==> src/rtl/gmf_pkg.sv <==
`default_nettype none

package gmf_pkg;

   // default line buffer depth and queue sizing
   localparam int unsigned DEF_MAX_WIDTH = 1024;
   localparam int unsigned QUEUE_DEPTH   = 8;
   localparam int unsigned QUEUE_PTR_W   = $clog2(QUEUE_DEPTH);
   localparam int unsigned QUEUE_CNT_W   = $clog2(QUEUE_DEPTH + 1);
   // words inside the filter pipeline from accept to queue push
   localparam int unsigned PIPE_DEPTH    = 4;

   // window geometry
   localparam int unsigned WIN_SIZE = 9;
   localparam int unsigned WIN_MID  = 4;

   // register map, selected by the word address bit
   localparam logic REG_WIDTH  = 1'b0;
   localparam logic REG_HEIGHT = 1'b1;

   // result slots of one input word
   localparam int unsigned SLOT_LATE = 0;   // window center of the row above
   localparam int unsigned SLOT_EDGE = 1;   // last column of the row above
   localparam int unsigned SLOT_NOW  = 2;   // last-row cell passed straight out

   typedef logic [QUEUE_CNT_W-1:0] qcnt_type;
   typedef logic signed [31:0] hgt_type;
   typedef hgt_type [WIN_SIZE-1:0] win_type;

   typedef struct packed {
      hgt_type lo;
      hgt_type mid;
      hgt_type hi;
   } trio_type;

   // everything the back end needs to emit the results of one word
   typedef struct packed {
      logic [15:0] row;
      logic [9:0]  col;
      logic [2:0]  en;
      hgt_type     v0;
      hgt_type     v1;
      hgt_type     v2;
   } res_type;

   // three-input sort with parallel compares
   function automatic trio_type sort3(input hgt_type a, input hgt_type b, input hgt_type c);
      trio_type t;
      logic     ab;
      logic     ac;
      logic     bc;
      ab = a > b;
      ac = a > c;
      bc = b > c;
      t.lo  = (!ab && !ac) ? a : ((ab && !bc) ? b : c);
      t.hi  = (ab && ac) ? a : ((!ab && bc) ? b : c);
      t.mid = (ab ^ ac) ? a : ((ab ^ bc) ? c : b);
      return t;
   endfunction

endpackage

`default_nettype wire

==> src/rtl/gmf_queue.sv <==
`default_nettype none

module gmf_queue (
   input  wire logic             clock,
   input  wire logic             reset,
   input  wire logic             push,
   input  wire gmf_pkg::res_type push_entry,
   input  wire logic             pop,
   output gmf_pkg::res_type      head,
   output logic                  empty,
   output gmf_pkg::qcnt_type     count
);
   import gmf_pkg::*;

   res_type                 slot_ff [QUEUE_DEPTH];
   logic [QUEUE_PTR_W-1:0]  wr_ptr_ff, wr_ptr_in;
   logic [QUEUE_PTR_W-1:0]  rd_ptr_ff, rd_ptr_in;
   qcnt_type                count_ff, count_in;

   // pointer and count update
   always_comb begin
      wr_ptr_in = push ? wr_ptr_ff + QUEUE_PTR_W'(1) : wr_ptr_ff;
      rd_ptr_in = pop ? rd_ptr_ff + QUEUE_PTR_W'(1) : rd_ptr_ff;
      count_in  = count_ff;
      if (push && !pop) begin
         count_in = count_ff + qcnt_type'(1);
      end else if (!push && pop) begin
         count_in = count_ff - qcnt_type'(1);
      end
   end

   always_ff @(posedge clock) begin
      if (reset) begin
         wr_ptr_ff <= '0;
         rd_ptr_ff <= '0;
         count_ff  <= '0;
      end else begin
         wr_ptr_ff <= wr_ptr_in;
         rd_ptr_ff <= rd_ptr_in;
         count_ff  <= count_in;
      end
   end

   always_ff @(posedge clock) begin
      if (push) begin
         slot_ff[wr_ptr_ff] <= push_entry;
      end
   end

   assign head  = slot_ff[rd_ptr_ff];
   assign empty = count_ff == '0;
   assign count = count_ff;

   a_no_overflow: assert property (@(posedge clock) disable iff (reset)
      push |-> (count_ff != qcnt_type'(QUEUE_DEPTH)) || pop)
      else $error("queue written while full");

   a_no_underflow: assert property (@(posedge clock) disable iff (reset)
      pop |-> count_ff != '0)
      else $error("queue read while empty");

   a_ptr_match: assert property (@(posedge clock) disable iff (reset)
      (count_ff == '0) |-> (wr_ptr_ff == rd_ptr_ff))
      else $error("queue pointers disagree with count");

endmodule

`default_nettype wire

==> config.mk <==
export PLATFORM = sky130hd
export DESIGN_NAME = gmf_queue
export DESIGN_NICKNAME = d
export VERILOG_FILES = /design/src/rtl/gmf_pkg.sv /design/src/rtl/gmf_queue.sv
export SDC_FILE = /design/constraint.sdc
export NUM_CORES = 1
export LEC_CHECK = 0
export BUFFER_PORTS_ARGS = -buffer_cell sky130_fd_sc_hd__buf_4
export CORE_MARGIN = 4
export CORE_UTILIZATION = 25
export CTS_CLUSTER_SIZE = 16
export DETAILED_ROUTE_END_ITERATION = 8
export PLACE_DENSITY = 0.4
export SLEW_MARGIN = 10
export SYNTH_ARGS = -nofsm -noshare
export SYNTH_HDL_FRONTEND = slang
export SYNTH_SLANG_ARGS = --single-unit
==> constraint.sdc <==
create_clock -name clock -period 31.2 [get_ports clock]
set_input_delay 6.24 -clock clock [delete_from_list [all_inputs] [get_ports clock]]
set_output_delay 6.24 -clock clock [all_outputs]
set_load 0.01 [all_outputs]
==> results.cfg <==
[timing]
tns_ps = 0
finalClockSkew_ps = 38.6
slew_viol_final = 0
slew-limit-headroom = 0.357
layout_setup_ws_ps = 19880
min_period_over_period = 0.363
fmax_mhz = 88.4
setup_viol = 0
rsz0062_at_grt = no
hold_violations = 0
max_slew.worst_pin.slew_ps = 965
period_minus_slack_ps = 11320

[worst_setup_path]
worst_setup_path_end_kind = primary output
slowest_stage = dfxtp_4
crit_top_cell = buf_4
crit_family = buffers and inverters
path_cells = buf_4, buf_4, buf_4, mux4_1, mux2_2, buf_4
slowest_delay_ps = 820
cp-start-kind = register
reg2reg_to = slot_ff[2][90]
ff2ff_setup_slack_ps = 27920
cp_num_buf_inv = 4
r2r_start = wr_ptr_ff[2]
critPathKind = register to primary output
arrival_ps = 5080
reg2regPathDepth = 4
critPathMaxFanout = 42
required_ps = 24960

[power_and_ir_drop]
switchingPower_mw = 0.683
power_mw = 3.06
ir_drop_mv = 0.0447
power.density_nw_per_um2 = 66.5
seqPwrFrac = 0.505
p_comb_frac = 0.088
p_int_mw = 2.38
p_leak_nw = 14.3
pwr-share-clk = 0.407
netSwitchingFraction = 0.223

[clocking]
cts_setup_buffers = 0
cts_buffer_depth = 3
cts_sinks = 1013
cts_tree = built
cts_inserted_buffers = 114
clk_pin_slew_ps = 60
hold_buffers = 0
clk_latency_ps = 730
root_buffer = clkbuf_16
htree_levels = 3
post_cts_resized = 0

[detailed_routing]
vias = 16800
drtIter0Drc = 972
viasPerCell = 4.22
first_pass_iters = 4
wl_per_cell_um = 23.4
wirelength_mm = 92.9
drc = 0
antenna_left = 0

[logic_synthesis]
yosysSeqAreaShare = 0.793
synth_edf_count = 1000
yosys_warnings = 0
synthTopCellsByCount = edfxtp_1 (1000), mux4_2 (238), mux2_2 (126)
synth.largest_area_cell = edfxtp_1
synthArstFlopShare = 0
ys_types = 26
ys_ff_latch = 1013
synthFlopType = edfxtp_1
yosysMostFrequentCell = edfxtp_1
netlist_instances = 1513
synth.top_cell.area_share = 0.786
yosys-top-cells-area = edfxtp_1 (79%), mux4_2 (14%), mux2_2 (3.7%), mux4_1 (0.83%), dfxtp_1 (0.68%)
synth_nets = 1648
synth_area_sq_um = 38200
syn-mean-instance-area_sq_um = 25.2

[grt]
busiest_layer = met2
grt_usage = 0.117
antenna_found_initial = 12
grt_max_degree = 111
global_route.usage.met2 = 0.186
grt_pass1_wl_mm = 134
gr-usage-met1 = 0.158
use_met3 = 0.0306
grt_pass1_vias = 18900
grt-ovfl-total = 0

[run_status]
status = finished clean

[floorplanning]
io_pins = 259
placeableCoreArea_sq_um = 152000
die_area_sq_um = 159000
die_h_um = 399
die_w_um = 399
core.rowCount = 143
initial_utilization = 0.251

[placed_design]
dpl_cell_area_sq_um = 42600
finalWeightedCongestion = 0.685
placed_cells = 3762
io_buffers = 258
pre_cts_ws_ps = 20260
dp_hpwl_mm = 48.6

[worst_hold_path]
min_from = rd_ptr_ff[1]
hold_class = register to register
holdPathStages = 2

[final_layout]
drive_gt1_frac = 0.420
fillCellCount = 14700
fin_cells = 3978
design_area_sq_um = 46100
seq_area_sq_um = 30300
syn_to_final_growth_pct = 20.6
nNetsFinal = 1983
multi_input_area_sq_um = 7470

[flow_run]
drv_cap = 0
[layout by cell type, fill, tap and decap left out, drive strengths merged, types with 6 or more instances in the layout]
cell	instances
buf	291
clkbuf	149
clkinv	48
dfxtp	13
diode	7
edfxtp	1000
inv	6
mux2	126
mux4	250
nor2	19
[power groups by stage]
stage | Combinational (mW) | Clock [mW] | Sequential (mW)
after floorplan | 0.160 | 0 | 1.58
after global placement | 0.278 | 0 | 1.57
after detailed placement | 0.281 | 0 | 1.58
after CTS | 0.281 | 1.30 | 1.55
after global routing | 0.295 | 1.36 | 1.55
final | 0.270 | 1.25 | 1.55
[cell type report]
cell class,count,share of cell area
sequential,1013,0.658
timing repair buffer,291,0.0485
antenna,7,0.000380
multi-input combinational,426,0.162
clock inverter,60,0.0111
clock buffer,149,0.0648
inverter,2,0.000163
tap,2030,0.0551
[worst register-to-register path, delay by kind of cell, from the launching register on]
family,cells,cell delay (ps)
and+or+nand+nor,2,910
DFF,1,320
buffers and inverters,2,1640
[flip-flops by register name, indices dropped and copies added, names as in the netlist, named ones only]
name       flops
wr_ptr_ff      3
rd_ptr_ff      3
count          4
slot_ff     1000
[kinds of logic after synthesis]
group | after synthesis | share of synthesized area
muxes | 379 | 0.187
adders and majority gates | 6 | 0.00216
xor gates and xnor gates | 6 | 0.00138
AOI/OAI and AO/OA | 4 | 0.000623
and+or+nand+nor | 31 | 0.00347
buffers and inverters | 74 | 0.0126
DFF | 1013 | 0.793
[layer usage]
| layer | share of wire | routed length (um) |
|---|---|---|
| met2 | 0.47 | 43900 |
| met1 | 0.45 | 41600 |
| met5 | 0.00096 | 89 |
| met3 | 0.059 | 5500 |
| met4 | 0.019 | 1740 |
[worst max path at each step]
stage               endpoint  slack, ps  cells past startpoint
6_report            head[74]      19880                      6
4_1_cts             head[74]      19450                      6
3_5_place_dp        head[74]      20260                      6
3_3_place_gp        head[74]      20280                      6
2_1_floorplan  slot_ff[0][0]      15660                      2
5_1_grt             head[74]      19280                      6
[stage by stage]
step	hold WS (ps)	utilization
floorplan	485	-
global placement	507	0.280
detailed placement	532	0.280
CTS	543	0.303
global route	574	0.303
finish	531	0.303
Power figures use the tool's default switching activity.
