### src/rtl/gmf_pkg.sv
`default_nettype none

package gmf_pkg;

   // default line buffer depth and queue sizing
   localparam int unsigned DEF_MAX_WIDTH = 1024;
   localparam int unsigned QUEUE_DEPTH   = 8;
   localparam int unsigned QUEUE_PTR_W   = $clog2(QUEUE_DEPTH);
   localparam int unsigned QUEUE_CNT_W   = $clog2(QUEUE_DEPTH + 1);
   // words inside the filter pipeline from accept to queue push
   localparam int unsigned PIPE_DEPTH    = 4;

   // window geometry
   localparam int unsigned WIN_SIZE = 9;
   localparam int unsigned WIN_MID  = 4;

   // register map, selected by the word address bit
   localparam logic REG_WIDTH  = 1'b0;
   localparam logic REG_HEIGHT = 1'b1;

   // result slots of one input word
   localparam int unsigned SLOT_LATE = 0;   // window center of the row above
   localparam int unsigned SLOT_EDGE = 1;   // last column of the row above
   localparam int unsigned SLOT_NOW  = 2;   // last-row cell passed straight out

   typedef logic [QUEUE_CNT_W-1:0] qcnt_type;
   typedef logic signed [31:0] hgt_type;
   typedef hgt_type [WIN_SIZE-1:0] win_type;

   typedef struct packed {
      hgt_type lo;
      hgt_type mid;
      hgt_type hi;
   } trio_type;

   // everything the back end needs to emit the results of one word
   typedef struct packed {
      logic [15:0] row;
      logic [9:0]  col;
      logic [2:0]  en;
      hgt_type     v0;
      hgt_type     v1;
      hgt_type     v2;
   } res_type;

   // three-input sort with parallel compares
   function automatic trio_type sort3(input hgt_type a, input hgt_type b, input hgt_type c);
      trio_type t;
      logic     ab;
      logic     ac;
      logic     bc;
      ab = a > b;
      ac = a > c;
      bc = b > c;
      t.lo  = (!ab && !ac) ? a : ((ab && !bc) ? b : c);
      t.hi  = (ab && ac) ? a : ((!ab && bc) ? b : c);
      t.mid = (ab ^ ac) ? a : ((ab ^ bc) ? c : b);
      return t;
   endfunction

endpackage

`default_nettype wire

### src/rtl/gmf_median.sv
`default_nettype none

module gmf_median (
   input  wire logic             clock,
   input  wire logic             reset,
   input  wire logic             in_valid,
   input  wire gmf_pkg::win_type in_win,
   input  wire gmf_pkg::res_type in_meta,
   input  wire logic             in_inner,
   output logic                  push,
   output gmf_pkg::res_type      push_entry,
   output logic                  pipe_exit
);
   import gmf_pkg::*;

   logic     b_valid_ff;
   trio_type row_ff [3];
   trio_type row_in [3];
   res_type  b_meta_ff;
   logic     b_inner_ff;

   logic     c_valid_ff;
   trio_type sel_ff, sel_in;
   res_type  c_meta_ff;
   logic     c_inner_ff;

   trio_type lo_t;
   trio_type mid_t;
   trio_type hi_t;
   trio_type fin_t;

   // sort each window row
   always_comb begin
      for (int k = 0; k < 3; k++) begin
         row_in[k] = sort3(in_win[k*3], in_win[k*3+1], in_win[k*3+2]);
      end
   end

   // max of minima, median of middles, min of maxima
   always_comb begin
      lo_t  = sort3(row_ff[0].lo, row_ff[1].lo, row_ff[2].lo);
      mid_t = sort3(row_ff[0].mid, row_ff[1].mid, row_ff[2].mid);
      hi_t  = sort3(row_ff[0].hi, row_ff[1].hi, row_ff[2].hi);
      sel_in.lo  = lo_t.hi;
      sel_in.mid = mid_t.mid;
      sel_in.hi  = hi_t.lo;
   end

   // final median of three and queue entry
   always_comb begin
      fin_t      = sort3(sel_ff.lo, sel_ff.mid, sel_ff.hi);
      push_entry = c_meta_ff;
      if (c_inner_ff) begin
         push_entry.v0 = fin_t.mid;
      end
      push      = c_valid_ff && (c_meta_ff.en != 3'b000);
      pipe_exit = c_valid_ff;
   end

   always_ff @(posedge clock) begin
      if (reset) begin
         b_valid_ff <= 1'b0;
         c_valid_ff <= 1'b0;
      end else begin
         b_valid_ff <= in_valid;
         c_valid_ff <= b_valid_ff;
      end
   end

   always_ff @(posedge clock) begin
      if (in_valid) begin
         row_ff     <= row_in;
         b_meta_ff  <= in_meta;
         b_inner_ff <= in_inner;
      end
      if (b_valid_ff) begin
         sel_ff     <= sel_in;
         c_meta_ff  <= b_meta_ff;
         c_inner_ff <= b_inner_ff;
      end
   end

   a_pipe_order: assert property (@(posedge clock) disable iff (reset)
      c_valid_ff |-> $past(b_valid_ff))
      else $error("median stage advanced without a word behind it");

endmodule

`default_nettype wire

### config.mk
export PLATFORM = sky130hd
export DESIGN_NAME = gmf_median
export DESIGN_NICKNAME = d
export VERILOG_FILES = /design/src/rtl/gmf_pkg.sv /design/src/rtl/gmf_median.sv
export SDC_FILE = /design/constraint.sdc
export NUM_CORES = 2
export LEC_CHECK = 0
export BUFFER_PORTS_ARGS = -buffer_cell sky130_fd_sc_hd__buf_2
export CORE_ASPECT_RATIO = 1.5
export CORE_MARGIN = 1.5
export CORE_UTILIZATION = 51
export CTS_CLUSTER_SIZE = 12
export DETAILED_ROUTE_END_ITERATION = 10
export PLACE_DENSITY = 0.74
export SYNTH_ARGS = -nofsm -noshare
export SYNTH_HDL_FRONTEND = slang
export SYNTH_SLANG_ARGS = --single-unit
### constraint.sdc
create_clock -name clock -period 7.1 [get_ports clock]
set_input_delay 1.42 -clock clock [delete_from_list [all_inputs] [get_ports clock]]
set_output_delay 1.42 -clock clock [all_outputs]
set_load 0.02 [all_outputs]
==> impl_metrics.ini <==
[clock_network]
cts.htree.levels = 3
cts_setup_buffers = 0
clk_latency_ns = 0.66
clock-sinks = 638
worst_setup_hold_path_clk_slew_ns = 0.06
cts_buffers = 67
cts_root_buffer = clkbuf_16
cts_buffer_depth = 3
cts_tree = yes
cts_resized = 0
cts.hold.buffers_added = 0

[pwr]
cellLeakagePower_nw = 23.17
p_clk_share_pct = 21.2
cellPowerDensity_nw_per_um2 = 310.9
pwr-share-seq_pct = 34.9
power.switching_w = 0.006235
power_w = 0.01576
peakVddDrop_mv = 0.2134
p_comb_share_pct = 43.9
p_int_w = 0.009527
p_sw_share_pct = 39.56

[yosys]
avgSynthCellArea_um2 = 10.60
ys_seq_area_share_pct = 42.24
synth-edff-count = 636
async_flop_share_pct = 0
ys_types = 84
synth_flop_cell = edfxtp_1
syn-num-nets = 5375
synth.cell_area_um2 = 45310
syn-instance-count = 4274
ys_warn_count = 0
synth-seq-cells = 638

[route]
vias = 35081
drc = 0
antenna_left = 0
drt_wl_total_um = 148700
dr.pass1.iters = 9
drt_iter0_drc = 2282
viasPerCell = 5.928
wl_per_cell_um = 25.12

[place]
portBuffers = 543
hpwl_um = 122800
post_dp_cell_area_um2 = 48610
place_congestion = 1.024

[sta]
finalHoldViolCount = 0
tightestPinTransition_ns = 1.120
rsz0062_at_grt = false
fin_crit_sh_pct = 93.34
fmax_ghz = 0.1509
period_needed_ns = 6.627
finalSetupTns_ns = 0
setup_viol = 0
skew_ns = 0.02286
maxSlewViolCount = 0
slew_headroom_pct = 25.33

[global_routing]
met1_usage_pct = 35.49
grtUsageMet3_pct = 5.963
overflow = 0
grt_busiest_layer = met2
antenna_found_initial = 58
met2_usage_pct = 54.71
grt_pass1_wl_um = 213900
grt_start_max_net_pins = 147
grt_usage_pct = 32.33
grt_pass1_vias = 35294

[floorplanning]
initial_core_util_pct = 51.57
fp.dieH_um = 368.1
die_x_um = 246.4
rows = 133
core-area_um2 = 87860
die_area_um2 = 90680
ios = 544

[finish]
fillers = 7617
fin_area_um2 = 50700
nNetsFinal = 5793
area_delta_synth_final_pct = 11.88
drive_gt1_share_pct = 16.33

[setup_path]
setup.worst_path.class = reg2out
r2r_slack_ns = 2.13
required_ns = 5.68
reg2reg_depth = 10
timing.rr.end = sel_ff[31]
crit_arrival_ns = 5.21
r2r_start = row_ff[6]
startpoint_type = flip-flop
path_max_fanout = 16
worstPathCellList = ha_1, nand4_1, nor4_1, a21boi_1, o31ai_1, o2111ai_1, mux2_4, xor2_4, buf_4, mux2i_1, o221ai_1, buf_2
end_kind = output port
slowest_delay_ns = 0.89
startpoint = sel_ff[78]
cp-endpoint = push_entry[73]
slowest_stage = nor4_1

[run_status]
status = finished, final reports clean

[run]
drv_cap = 0

[worst_hold_path]
hold_class = reg2reg
## synthesized netlist by cell type, drive strengths merged, types with 34 or more instances
library cell,number,area (um2)
nand2,370,1389
a21o,156,1171
mux2,36,409.1
clkbuf,98,367.9
buf,136,962.2
a21oi,175,875.8
o21a,42,315.3
inv,535,2008
ha,684,8558
edfxtp,636,19100
o221ai,34,297.8
nand3,64,320.3
nor2,78,300.3
nand4,137,863.3
nor2b,42,262.8
mux2i,358,3596
o21ai,375,1877
## registers in the layout (all words and copies together), names as in the netlist, 32 cells and up
register / flops
b_meta_ff: 125
c_meta_ff: 32
push_entry: 93
row_ff: 288
sel_ff: 96
## worst min-delay path by stage
stage	startpoint	end	slack (ns)	cells after the start
after floorplan	b_inner_ff	c_inner_ff	0.40	0
after detailed placement	b_meta_ff[69]	c_meta_ff[69]	0.40	0
after CTS	b_meta_ff[70]	c_meta_ff[70]	0.42	0
final	b_meta_ff[27]	push_entry[27]	0.42	0
after global placement	b_meta_ff[123]	push_entry[123]	0.40	0
after global routing	b_meta_ff[27]	push_entry[27]	0.42	0
## cell type report
cell class                      instances  area [um2]  area share [%]
Inverter                              535        2008           3.961
Sequential cell                       638       19140           37.76
Tap cell                             1147        1435           2.831
Multi-Input combinational cell       2867       22880           45.13
Timing Repair Buffer                  583        3141           6.195
Antenna cell                           43       107.6          0.2122
Clock inverter                         23       239.0          0.4714
Clock buffer                           82        1743           3.438
## metal layers
metal,wire [um],share of wire (%),vias up
met5,157,0.11,-
met4,12910,8.7,28
met3,10910,7.3,446
met2,70960,48,1354
met1,53740,36,16686
li1,-,-,16567
## critical path, delay by kind of cell (launching register included)
kind / cells / cell delay, ns
simple gates: 2 / 1.14
fa+ha+maj: 1 / 0.36
flops: 1 / 0.44
compound gates: 4 / 0.92
mux: 2 / 0.85
buf+inv: 2 / 0.55
xor+xnor: 1 / 0.27
## power groups by stage
stage | combinational [W] | sequential, W | clock [W]
after floorplan | 0.00457 | 0.00534 | 0
after global placement | 0.00672 | 0.00554 | 0
after detailed placement | 0.00683 | 0.00554 | 0
after CTS | 0.00685 | 0.00548 | 0.00340
after global routing | 0.00747 | 0.00554 | 0.00353
final | 0.00693 | 0.00549 | 0.00334
## placed cells by master (no fill, tap or decap), types with 25 or more instances in the layout
cell type and count:
buf_4 31, o221ai_1 34, nand3_1 64, a21oi_1 175, diode_2 43, o221a_2 27
ha_1 672, edfxtp_1 636, a222oi_1 32, clkbuf_16 67, inv_1 535, a21o_1 156
nand2_1 370, nor2b_1 41, mux2_2 35, nand4_1 136, mux2i_1 357, nand2b_1 25
buf_2 542, o21ai_0 375, nor2_1 76, o21a_1 42
## cells by family after synthesis
| family | Yosys count | share of synthesized area, % |
|---|---|---|
| flops | 638 | 42.24 |
| simple gates | 819 | 8.814 |
| mux | 394 | 8.839 |
| buf+inv | 769 | 7.367 |
| fa+ha+maj | 684 | 18.89 |
| compound gates | 966 | 13.71 |
| xor+xnor | 4 | 0.1519 |
## metrics by stage
step | utilization, % | instances | hold WS [ns] | setup WS [ns]
global route | 57.66 | 5903 | 0.4241 | 0.3693
detailed placement | 55.32 | 5770 | 0.4045 | 1.109
finish | 57.70 | 5918 | 0.4166 | 0.4731
floorplan | - | 4274 | 0.4003 | 1.347
CTS | 57.58 | 5875 | 0.4194 | 0.3876
global placement | 55.32 | 5770 | 0.4005 | 1.098
(Power assumes the default switching activity.)
